==> config.mk <==
export PLATFORM = sky130hd
export DESIGN_NAME = crc_checked_reply_deframer_top_flat
export DESIGN_NICKNAME = d
export VERILOG_FILES = /design/src/crcrd_pkg.sv /design/src/crcrd_if.sv /design/src/crc_checked_reply_deframer_top.sv /design/src/flat_wrapper.sv
export SDC_FILE = /design/constraint.sdc
export NUM_CORES = 1
export LEC_CHECK = 0
export ABC_AREA = 1
export BUFFER_PORTS_ARGS = -buffer_cell sky130_fd_sc_hd__buf_2
export CORE_MARGIN = 2
export CORE_UTILIZATION = 40
export DETAILED_ROUTE_END_ITERATION = 8
export SYNTH_ARGS = -nofsm -noshare
export SYNTH_HDL_FRONTEND = slang
export SYNTH_SLANG_ARGS = --single-unit
==> constraint.sdc <==
create_clock -name clk -period 2.7 [get_ports clk]
set_clock_uncertainty 0.05 [all_clocks]
set_input_delay 0.135 -clock clk [delete_from_list [all_inputs] [get_ports clk]]
set_output_delay 0.135 -clock clk [all_outputs]
set_load 0.02 [all_outputs]
==> src/crcrd_pkg.sv <==
// Package: shared types, codes and the CRC16 byte update for the reply deframer.
`timescale 1ns / 1ps

package crcrd_pkg;

    localparam logic [7:0] START_BYTE = 8'h2E;

    // Frame parser phases
    typedef enum logic [2:0] {
        PH_HUNT    = 3'd0,
        PH_HEADER  = 3'd1,
        PH_PAYLOAD = 3'd2,
        PH_ACK     = 3'd3,
        PH_CRC_HI  = 3'd4,
        PH_CRC_LO  = 3'd5
    } phase_t;

    // Result kinds
    localparam logic [1:0] KIND_PAYLOAD   = 2'd0;
    localparam logic [1:0] KIND_FRAME_END = 2'd1;
    localparam logic [1:0] KIND_TIMEOUT   = 2'd2;

    // Phase reported with a timeout abort
    localparam logic [1:0] TP_HUNT    = 2'd0;
    localparam logic [1:0] TP_HEADER  = 2'd1;
    localparam logic [1:0] TP_PAYLOAD = 2'd2;
    localparam logic [1:0] TP_TAIL    = 2'd3;

    // Input op codes
    localparam logic OP_BYTE    = 1'b0;
    localparam logic OP_TIMEOUT = 1'b1;

    typedef struct packed {
        logic [1:0]  kind;
        logic [7:0]  payload_byte;
        logic [7:0]  payload_index;
        logic [7:0]  command_code;
        logic [15:0] frame_address;
        logic [7:0]  ack_code;
        logic        crc_ok;
        logic        crc_form;
        logic [1:0]  timeout_phase;
    } result_t;

    // CRC16-XMODEM: poly 0x1021, MSB first, one byte per call
    function automatic logic [15:0] crc16_step(input logic [15:0] crc, input logic [7:0] b);
        logic [15:0] c;
        c = crc ^ {b, 8'h00};
        for (int i = 0; i < 8; i++)
        begin
            if (c[15])
                c = {c[14:0], 1'b0} ^ 16'h1021;
            else
                c = {c[14:0], 1'b0};
        end
        return c;
    endfunction

endpackage

==> src/crcrd_if.sv <==
// Interfaces: received-byte channel, result channel and configuration write channel.
`timescale 1ns / 1ps

interface crcrd_byte_if;
    logic       valid;
    logic       ready;
    logic       op;
    logic [7:0] rx_byte;

    modport source (output valid, output op, output rx_byte, input ready);
    modport sink   (input valid, input op, input rx_byte, output ready);
endinterface

interface crcrd_result_if;
    logic        valid;
    logic        ready;
    logic [1:0]  kind;
    logic [7:0]  payload_byte;
    logic [7:0]  payload_index;
    logic [7:0]  command_code;
    logic [15:0] frame_address;
    logic [7:0]  ack_code;
    logic        crc_ok;
    logic        crc_form;
    logic [1:0]  timeout_phase;

    modport source (output valid, output kind, output payload_byte, output payload_index,
                    output command_code, output frame_address, output ack_code,
                    output crc_ok, output crc_form, output timeout_phase, input ready);
    modport sink   (input valid, input kind, input payload_byte, input payload_index,
                    input command_code, input frame_address, input ack_code,
                    input crc_ok, input crc_form, input timeout_phase, output ready);
endinterface

interface crcrd_cfg_if;
    logic valid;
    logic ready;
    logic data;

    modport source (output valid, output data, input ready);
    modport sink   (input valid, input data, output ready);
endinterface

==> src/crc_checked_reply_deframer_top.sv <==
// Reply deframer: hunts for 0x2E, parses header/payload/ack/CRC, checks CRC16-XMODEM.
//
// Usage:
//   byte_ch   : one word per received byte (op = 0) or a receive timeout (op = 1).
//   result_ch : payload words stream out as they arrive (kind 0); the last CRC
//               byte gives one frame-end word (kind 1) with header, ack, crc_ok
//               and crc_form; a timeout gives an abort word (kind 2) with the
//               phase it hit, and the parser goes back to hunting.
//   cfg_ch    : writes allow_ack_in_crc (reset 1); write only while idle.
// Path: a word accepted from byte_ch lands in the input register, is parsed
//   from there and its result is held in the result register for result_ch.
// Throughput: one word per cycle while the result register is free; the CRC byte
//   update is one short combinational step between the input register and crc_reg.
// Reset: parser hunts for the start byte, both stages empty, option set.
// Stall: the result register holds while result_ch.ready is low; the input
//   register then fills and byte_ch.ready drops until the result is taken.
//   Words that give no result still need a free result slot to advance.
`timescale 1ns / 1ps

module crc_checked_reply_deframer_top (
    input  logic                  clk,
    input  logic                  rst_n,
    crcrd_byte_if.sink            byte_ch,
    crcrd_result_if.source        result_ch,
    crcrd_cfg_if.sink             cfg_ch
);
    import crcrd_pkg::*;

    // input register
    logic        s1_valid_reg;
    logic        s1_op_reg;
    logic [7:0]  s1_byte_reg;

    // result register
    logic        out_valid_reg;
    result_t     result_reg;
    result_t     result_next;
    logic        res_fire;

    // parser state
    phase_t      phase_reg, phase_next;
    logic [7:0]  count_reg, count_next;
    logic [7:0]  len_m1_reg, len_m1_next;
    logic [7:0]  cmd_reg, cmd_next;
    logic [15:0] addr_reg, addr_next;
    logic [7:0]  ack_reg, ack_next;
    logic [15:0] crc_reg, crc_next;
    logic [15:0] crc_ack_reg, crc_ack_next;
    logic [7:0]  crc_hi_reg, crc_hi_next;
    logic        allow_reg;

    logic        out_free;
    logic        s1_go;
    logic [15:0] crc_upd;
    logic [15:0] rx_crc;
    logic        ok0;
    logic        ok1;

    assign out_free     = !out_valid_reg || result_ch.ready;
    assign s1_go        = s1_valid_reg && out_free;
    assign byte_ch.ready = !s1_valid_reg || s1_go;
    assign cfg_ch.ready = 1'b1;

    assign crc_upd = crc16_step(crc_reg, s1_byte_reg);
    assign rx_crc  = {crc_hi_reg, s1_byte_reg};
    assign ok0     = (crc_reg == rx_crc);
    assign ok1     = allow_reg && (crc_ack_reg == rx_crc);

    always_ff @(posedge clk or negedge rst_n)
    begin
        if (!rst_n)
        begin
            s1_valid_reg <= 1'b0;
        end
        else if (byte_ch.ready)
        begin
            s1_valid_reg <= byte_ch.valid;
        end
    end

    always_ff @(posedge clk)
    begin
        if (byte_ch.valid && byte_ch.ready)
        begin
            s1_op_reg   <= byte_ch.op;
            s1_byte_reg <= byte_ch.rx_byte;
        end
    end

    always_ff @(posedge clk or negedge rst_n)
    begin
        if (!rst_n)
        begin
            allow_reg <= 1'b1;
        end
        else if (cfg_ch.valid)
        begin
            allow_reg <= cfg_ch.data;
        end
    end

    // state register
    always_ff @(posedge clk or negedge rst_n)
    begin
        if (!rst_n)
        begin
            phase_reg     <= PH_HUNT;
            count_reg     <= '0;
            out_valid_reg <= 1'b0;
        end
        else
        begin
            phase_reg <= phase_next;
            count_reg <= count_next;
            if (out_free)
                out_valid_reg <= res_fire;
        end
    end

    always_ff @(posedge clk)
    begin
        len_m1_reg  <= len_m1_next;
        cmd_reg     <= cmd_next;
        addr_reg    <= addr_next;
        ack_reg     <= ack_next;
        crc_reg     <= crc_next;
        crc_ack_reg <= crc_ack_next;
        crc_hi_reg  <= crc_hi_next;
        if (out_free && res_fire)
            result_reg <= result_next;
    end

    // next state and result
    always_comb
    begin
        phase_next   = phase_reg;
        count_next   = count_reg;
        len_m1_next  = len_m1_reg;
        cmd_next     = cmd_reg;
        addr_next    = addr_reg;
        ack_next     = ack_reg;
        crc_next     = crc_reg;
        crc_ack_next = crc_ack_reg;
        crc_hi_next  = crc_hi_reg;
        res_fire     = 1'b0;
        result_next  = '0;

        if (s1_go)
        begin
            if (s1_op_reg == OP_TIMEOUT)
            begin
                res_fire           = 1'b1;
                result_next.kind   = KIND_TIMEOUT;
                unique case (phase_reg)
                    PH_HUNT:    result_next.timeout_phase = TP_HUNT;
                    PH_HEADER:  result_next.timeout_phase = TP_HEADER;
                    PH_PAYLOAD: result_next.timeout_phase = TP_PAYLOAD;
                    default:    result_next.timeout_phase = TP_TAIL;
                endcase
                phase_next = PH_HUNT;
                count_next = '0;
            end
            else
            begin
                unique case (phase_reg)
                    PH_HEADER:
                    begin
                        crc_next   = crc_upd;
                        count_next = count_reg + 8'd1;
                        case (count_reg[1:0])
                            2'd0: cmd_next = s1_byte_reg;
                            2'd1: addr_next = {s1_byte_reg, addr_reg[7:0]};
                            2'd2: addr_next = {addr_reg[15:8], s1_byte_reg};
                            default:
                            begin
                                // length 0 means 256, kept as length - 1
                                len_m1_next = s1_byte_reg - 8'd1;
                                phase_next  = PH_PAYLOAD;
                                count_next  = '0;
                            end
                        endcase
                    end
                    PH_PAYLOAD:
                    begin
                        crc_next                  = crc_upd;
                        res_fire                  = 1'b1;
                        result_next.kind          = KIND_PAYLOAD;
                        result_next.payload_byte  = s1_byte_reg;
                        result_next.payload_index = count_reg;
                        count_next                = count_reg + 8'd1;
                        if (count_reg == len_m1_reg)
                        begin
                            phase_next = PH_ACK;
                            count_next = '0;
                        end
                    end
                    PH_ACK:
                    begin
                        ack_next     = s1_byte_reg;
                        crc_ack_next = crc_upd;
                        phase_next   = PH_CRC_HI;
                    end
                    PH_CRC_HI:
                    begin
                        crc_hi_next = s1_byte_reg;
                        phase_next  = PH_CRC_LO;
                    end
                    PH_CRC_LO:
                    begin
                        res_fire                  = 1'b1;
                        result_next.kind          = KIND_FRAME_END;
                        result_next.command_code  = cmd_reg;
                        result_next.frame_address = addr_reg;
                        result_next.ack_code      = ack_reg;
                        result_next.crc_ok        = ok0 || ok1;
                        result_next.crc_form      = !ok0 && ok1;
                        phase_next                = PH_HUNT;
                        count_next                = '0;
                    end
                    default:
                    begin
                        // hunting, and any unused phase code
                        if (s1_byte_reg == START_BYTE)
                        begin
                            crc_next   = crc16_step(16'h0000, s1_byte_reg);
                            phase_next = PH_HEADER;
                            count_next = '0;
                        end
                        else
                        begin
                            phase_next = PH_HUNT;
                        end
                    end
                endcase
            end
        end
    end

    assign result_ch.valid         = out_valid_reg;
    assign result_ch.kind          = result_reg.kind;
    assign result_ch.payload_byte  = result_reg.payload_byte;
    assign result_ch.payload_index = result_reg.payload_index;
    assign result_ch.command_code  = result_reg.command_code;
    assign result_ch.frame_address = result_reg.frame_address;
    assign result_ch.ack_code      = result_reg.ack_code;
    assign result_ch.crc_ok        = result_reg.crc_ok;
    assign result_ch.crc_form      = result_reg.crc_form;
    assign result_ch.timeout_phase = result_reg.timeout_phase;

endmodule

==> src/flat_wrapper.sv <==
// flat-port wrapper written by rule: the top's interface ports become plain ports
module crc_checked_reply_deframer_top_flat import crcrd_pkg::*;
  (clk, rst_n, byte_ch_valid, byte_ch_op, byte_ch_rx_byte, byte_ch_ready, result_ch_valid, result_ch_kind, result_ch_payload_byte, result_ch_payload_index, result_ch_command_code, result_ch_frame_address, result_ch_ack_code, result_ch_crc_ok, result_ch_crc_form, result_ch_timeout_phase, result_ch_ready, cfg_ch_valid, cfg_ch_data, cfg_ch_ready);
  crcrd_byte_if byte_ch_i ();
  crcrd_result_if result_ch_i ();
  crcrd_cfg_if cfg_ch_i ();
  input  logic clk;
  input  logic rst_n;
  input wire logic [$bits(byte_ch_i.valid)-1:0] byte_ch_valid;
  input wire logic [$bits(byte_ch_i.op)-1:0] byte_ch_op;
  input wire logic [$bits(byte_ch_i.rx_byte)-1:0] byte_ch_rx_byte;
  output wire logic [$bits(byte_ch_i.ready)-1:0] byte_ch_ready;
  output wire logic [$bits(result_ch_i.valid)-1:0] result_ch_valid;
  output wire logic [$bits(result_ch_i.kind)-1:0] result_ch_kind;
  output wire logic [$bits(result_ch_i.payload_byte)-1:0] result_ch_payload_byte;
  output wire logic [$bits(result_ch_i.payload_index)-1:0] result_ch_payload_index;
  output wire logic [$bits(result_ch_i.command_code)-1:0] result_ch_command_code;
  output wire logic [$bits(result_ch_i.frame_address)-1:0] result_ch_frame_address;
  output wire logic [$bits(result_ch_i.ack_code)-1:0] result_ch_ack_code;
  output wire logic [$bits(result_ch_i.crc_ok)-1:0] result_ch_crc_ok;
  output wire logic [$bits(result_ch_i.crc_form)-1:0] result_ch_crc_form;
  output wire logic [$bits(result_ch_i.timeout_phase)-1:0] result_ch_timeout_phase;
  input wire logic [$bits(result_ch_i.ready)-1:0] result_ch_ready;
  input wire logic [$bits(cfg_ch_i.valid)-1:0] cfg_ch_valid;
  input wire logic [$bits(cfg_ch_i.data)-1:0] cfg_ch_data;
  output wire logic [$bits(cfg_ch_i.ready)-1:0] cfg_ch_ready;
  assign byte_ch_i.valid = byte_ch_valid;
  assign byte_ch_i.op = byte_ch_op;
  assign byte_ch_i.rx_byte = byte_ch_rx_byte;
  assign byte_ch_ready = byte_ch_i.ready;
  assign result_ch_valid = result_ch_i.valid;
  assign result_ch_kind = result_ch_i.kind;
  assign result_ch_payload_byte = result_ch_i.payload_byte;
  assign result_ch_payload_index = result_ch_i.payload_index;
  assign result_ch_command_code = result_ch_i.command_code;
  assign result_ch_frame_address = result_ch_i.frame_address;
  assign result_ch_ack_code = result_ch_i.ack_code;
  assign result_ch_crc_ok = result_ch_i.crc_ok;
  assign result_ch_crc_form = result_ch_i.crc_form;
  assign result_ch_timeout_phase = result_ch_i.timeout_phase;
  assign result_ch_i.ready = result_ch_ready;
  assign cfg_ch_i.valid = cfg_ch_valid;
  assign cfg_ch_i.data = cfg_ch_data;
  assign cfg_ch_ready = cfg_ch_i.ready;
  crc_checked_reply_deframer_top u_core (.clk(clk), .rst_n(rst_n), .byte_ch(byte_ch_i), .result_ch(result_ch_i), .cfg_ch(cfg_ch_i));
endmodule
==> results.toml <==
[run_status]
run_status = "finished clean"

[synthesis]
synthCells = 660
synth-simple-area-share_pct = 16.70
synth-xor-area-share_pct = 8.071
syn_avg_cell_area_um2 = 10.90
syn_area_um2 = 7193
synth_compound_area_share_pct = 2.209
synth_top_cell_by_area = "edfxtp_1"
yosys_warnings = 0
synth-seq-area-share_pct = 64.59
synth_top_area_share_pct = 59.70
synthAdderAreaFrac_pct = 1.392
netlist-cell-type-count = 36
synth_top_family_by_area = "simple AND/OR/NAND/NOR gates"
ys_seq_elements = 157
ys_top_cells_by_area = "edfxtp_1 60%, nand2_1 7.5%, inv_1 4.9%, nor2_1 4.6%, dfrtp_1 4.5%"
syn_nets = 683
synthMuxAreaShare_pct = 0

[critical_path]
end_kind = "flop"
crit_type = "reg -> reg"
crit_path_frequent_cell = "nand2_1"
crit_family = "simple AND/OR/NAND/NOR gates"
crit_slowest_cell = "edfxtp_1"
critPathBufInv = 2
cp-start-kind = "flop"
cp_max_fo = 16
arrival_ns = 2.33
cp_cell_sequence = "inv_1, ha_1, nand2_1, nor2_1, nand2_1, nand2_1, nand3_1, nor3_2, buf_4"
crit_required_ns = 2.76
cp_slowest_stage_delay_ns = 0.55

[routing]
totalWireLength_um = 15750
via_per_inst = 4.792
firstDrtPassIters = 5
ant_nets = 0
drtIter0Drc = 386
drcViolationCount = 0
wire_per_inst_um = 15.72
via_count = 4802

[sta]
final.setup.worst_slack_ns = 0.4307
min_period_over_period_pct = 84.05
setup_violations = 0
slew_headroom_pct = 53.85
period_needed_ns = 2.269
drv_slew = 0
rsz0062_at_grt = "no"
worstMarginPinSlew_ns = 0.6897
finalHoldViolCount = 0
setup_tns_ns = 0
fmax_mhz = 440.7

[floorplan]
die_w_um = 138.1
num_io_pins = 72
die_h_um = 138.1
coreArea_um2 = 17780
core.rowCount = 49
die_area_um2 = 19070
initial_core_util_pct = 40.46

[clock_network]
clk_latency_ns = 0.43
clockBufferDepth = 2
clkSlewWorstSetupHoldPaths_ns = 0.06
clock_sinks = 157
cts_tree = "done"
post_cts_buffers = 0
htree_levels = 4
numCtsBuffers = 17
root_buffer = "clkbuf_16"

[placed_design]
place_inst = 956
place_ws_ns = 0.4187
dp_hpwl_um = 11040
numPortBuffers = 70
gp_congestion = 0.8810

[finish]
nNetsFinal = 784
fin_cells = 1002
fin_util_pct = 48.04
syn_to_final_growth_pct = 18.73
layout_commonest_cell = "nand2_1"
n_antenna_cell = 0
fill_cells = 1615
final_cell_mix = "144 x nand2_1, 143 x edfxtp_1, 93 x inv_1, 88 x nor2_1, 70 x buf_2"
drive_above_1_share_pct = 18.63

[worst_hold_path]
hp-class = "in -> async"

[job]
drv_cap = 0

[global_routing]
grt_pass1_wl_um = 25700
grt_usage_pct = 17.36
overflow = 0
grt_pass1_vias = 4872
antenna_found_initial = 0
grt_start_max_net_pins = 55

[power]
power.density_nw_per_um2 = 633.2
ir_worst_vdd_uv = 504.6
p_leak_nw = 3.632
[per-layer routing]
| metal | share of wire (%) | track usage, % | vias up |
|---|---|---|---|
| met5 | 0 | 0 | - |
| met4 | 2.8 | 7.895 | 0 |
| met3 | 4.4 | 3.879 | 28 |
| met2 | 50 | 29.29 | 118 |
| met1 | 43 | 21.42 | 2329 |
| li1 | - | - | 2327 |
[cell usage after synthesis (all sizes together)]
cell type    n
clkinv       2
nand3       28
dfrtp       13
nand4        7
and3         1
o22ai        3
nor3         6
conb         1
xor2        35
ha           8
dfstp        1
edfxtp     143
nand2      150
a21oi        7
xnor2       21
or2          2
nand3b       1
o21ai       21
inv        101
buf         14
nor2        92
clkbuf       3
[timing repair]
action                    CTS  global route
gates resized for setup     0             0
hold endpoints to repair   26             0
hold buffers               15             0
[area by class of cell]
type	count	area [um^2]	share of cell area [%]
clock buffer	18	429.2	5.025
clock inverter	13	117.6	1.377
inverter	103	391.6	4.585
multi-input combinational	383	2052	24.03
sequential	157	4646	54.40
tap	229	286.5	3.355
timing repair buffer	99	618.1	7.237
[through the flow]
stage / area, um^2 / power, W / hold slack, ns
4_1_cts: 8541 / 0.005447 / 0.09409
3_3_place_gp: 7844 / 0.003202 / -0.003372
5_1_grt: 8541 / 0.005584 / 0.1524
6_report: 8541 / 0.005408 / 0.1133
3_5_place_dp: 7844 / 0.003211 / 0.007294
2_1_floorplan: 7198 / 0.003067 / -0.2106
[worst paths after layout]
check | cells past startpoint | endpoint | from | slack (ns)
worst min register to register | 2 | u_core.result_ch.valid | u_core.result_ch.valid | 0.49
max in group asynchronous | 2 | u_core.allow_reg | rst_n | 2.19
min in group clk | 2 | u_core.s1_op_reg | byte_ch_op | 0.37
worst max register to register | 9 | u_core.crc_reg[11] | u_core.s1_byte_reg[0] | 0.43
worst max-delay path | 9 | u_core.crc_reg[11] | u_core.s1_byte_reg[0] | 0.43
worst min-delay path | 2 | u_core.count_reg[6] | rst_n | 0.11
[where the power goes]
part,switching (W),internal [W]
clock network,0.000966,0.00127
registers,0.0000326,0.00273
logic,0.000277,0.000136
total,0.00128,0.00413
[kinds of logic (layout without fill, tap and decap cells)]
kind of cell,after synthesis,after routing
DFF,157,157
and+or+nand+nor,287,287
AOI/OAI and AO/OA,31,31
xor gates and xnor gates,56,56
adders and majority gates,8,8
other,1,1
buffers and inverters,120,233
Note: power is estimated with default switching activity, not from simulation.
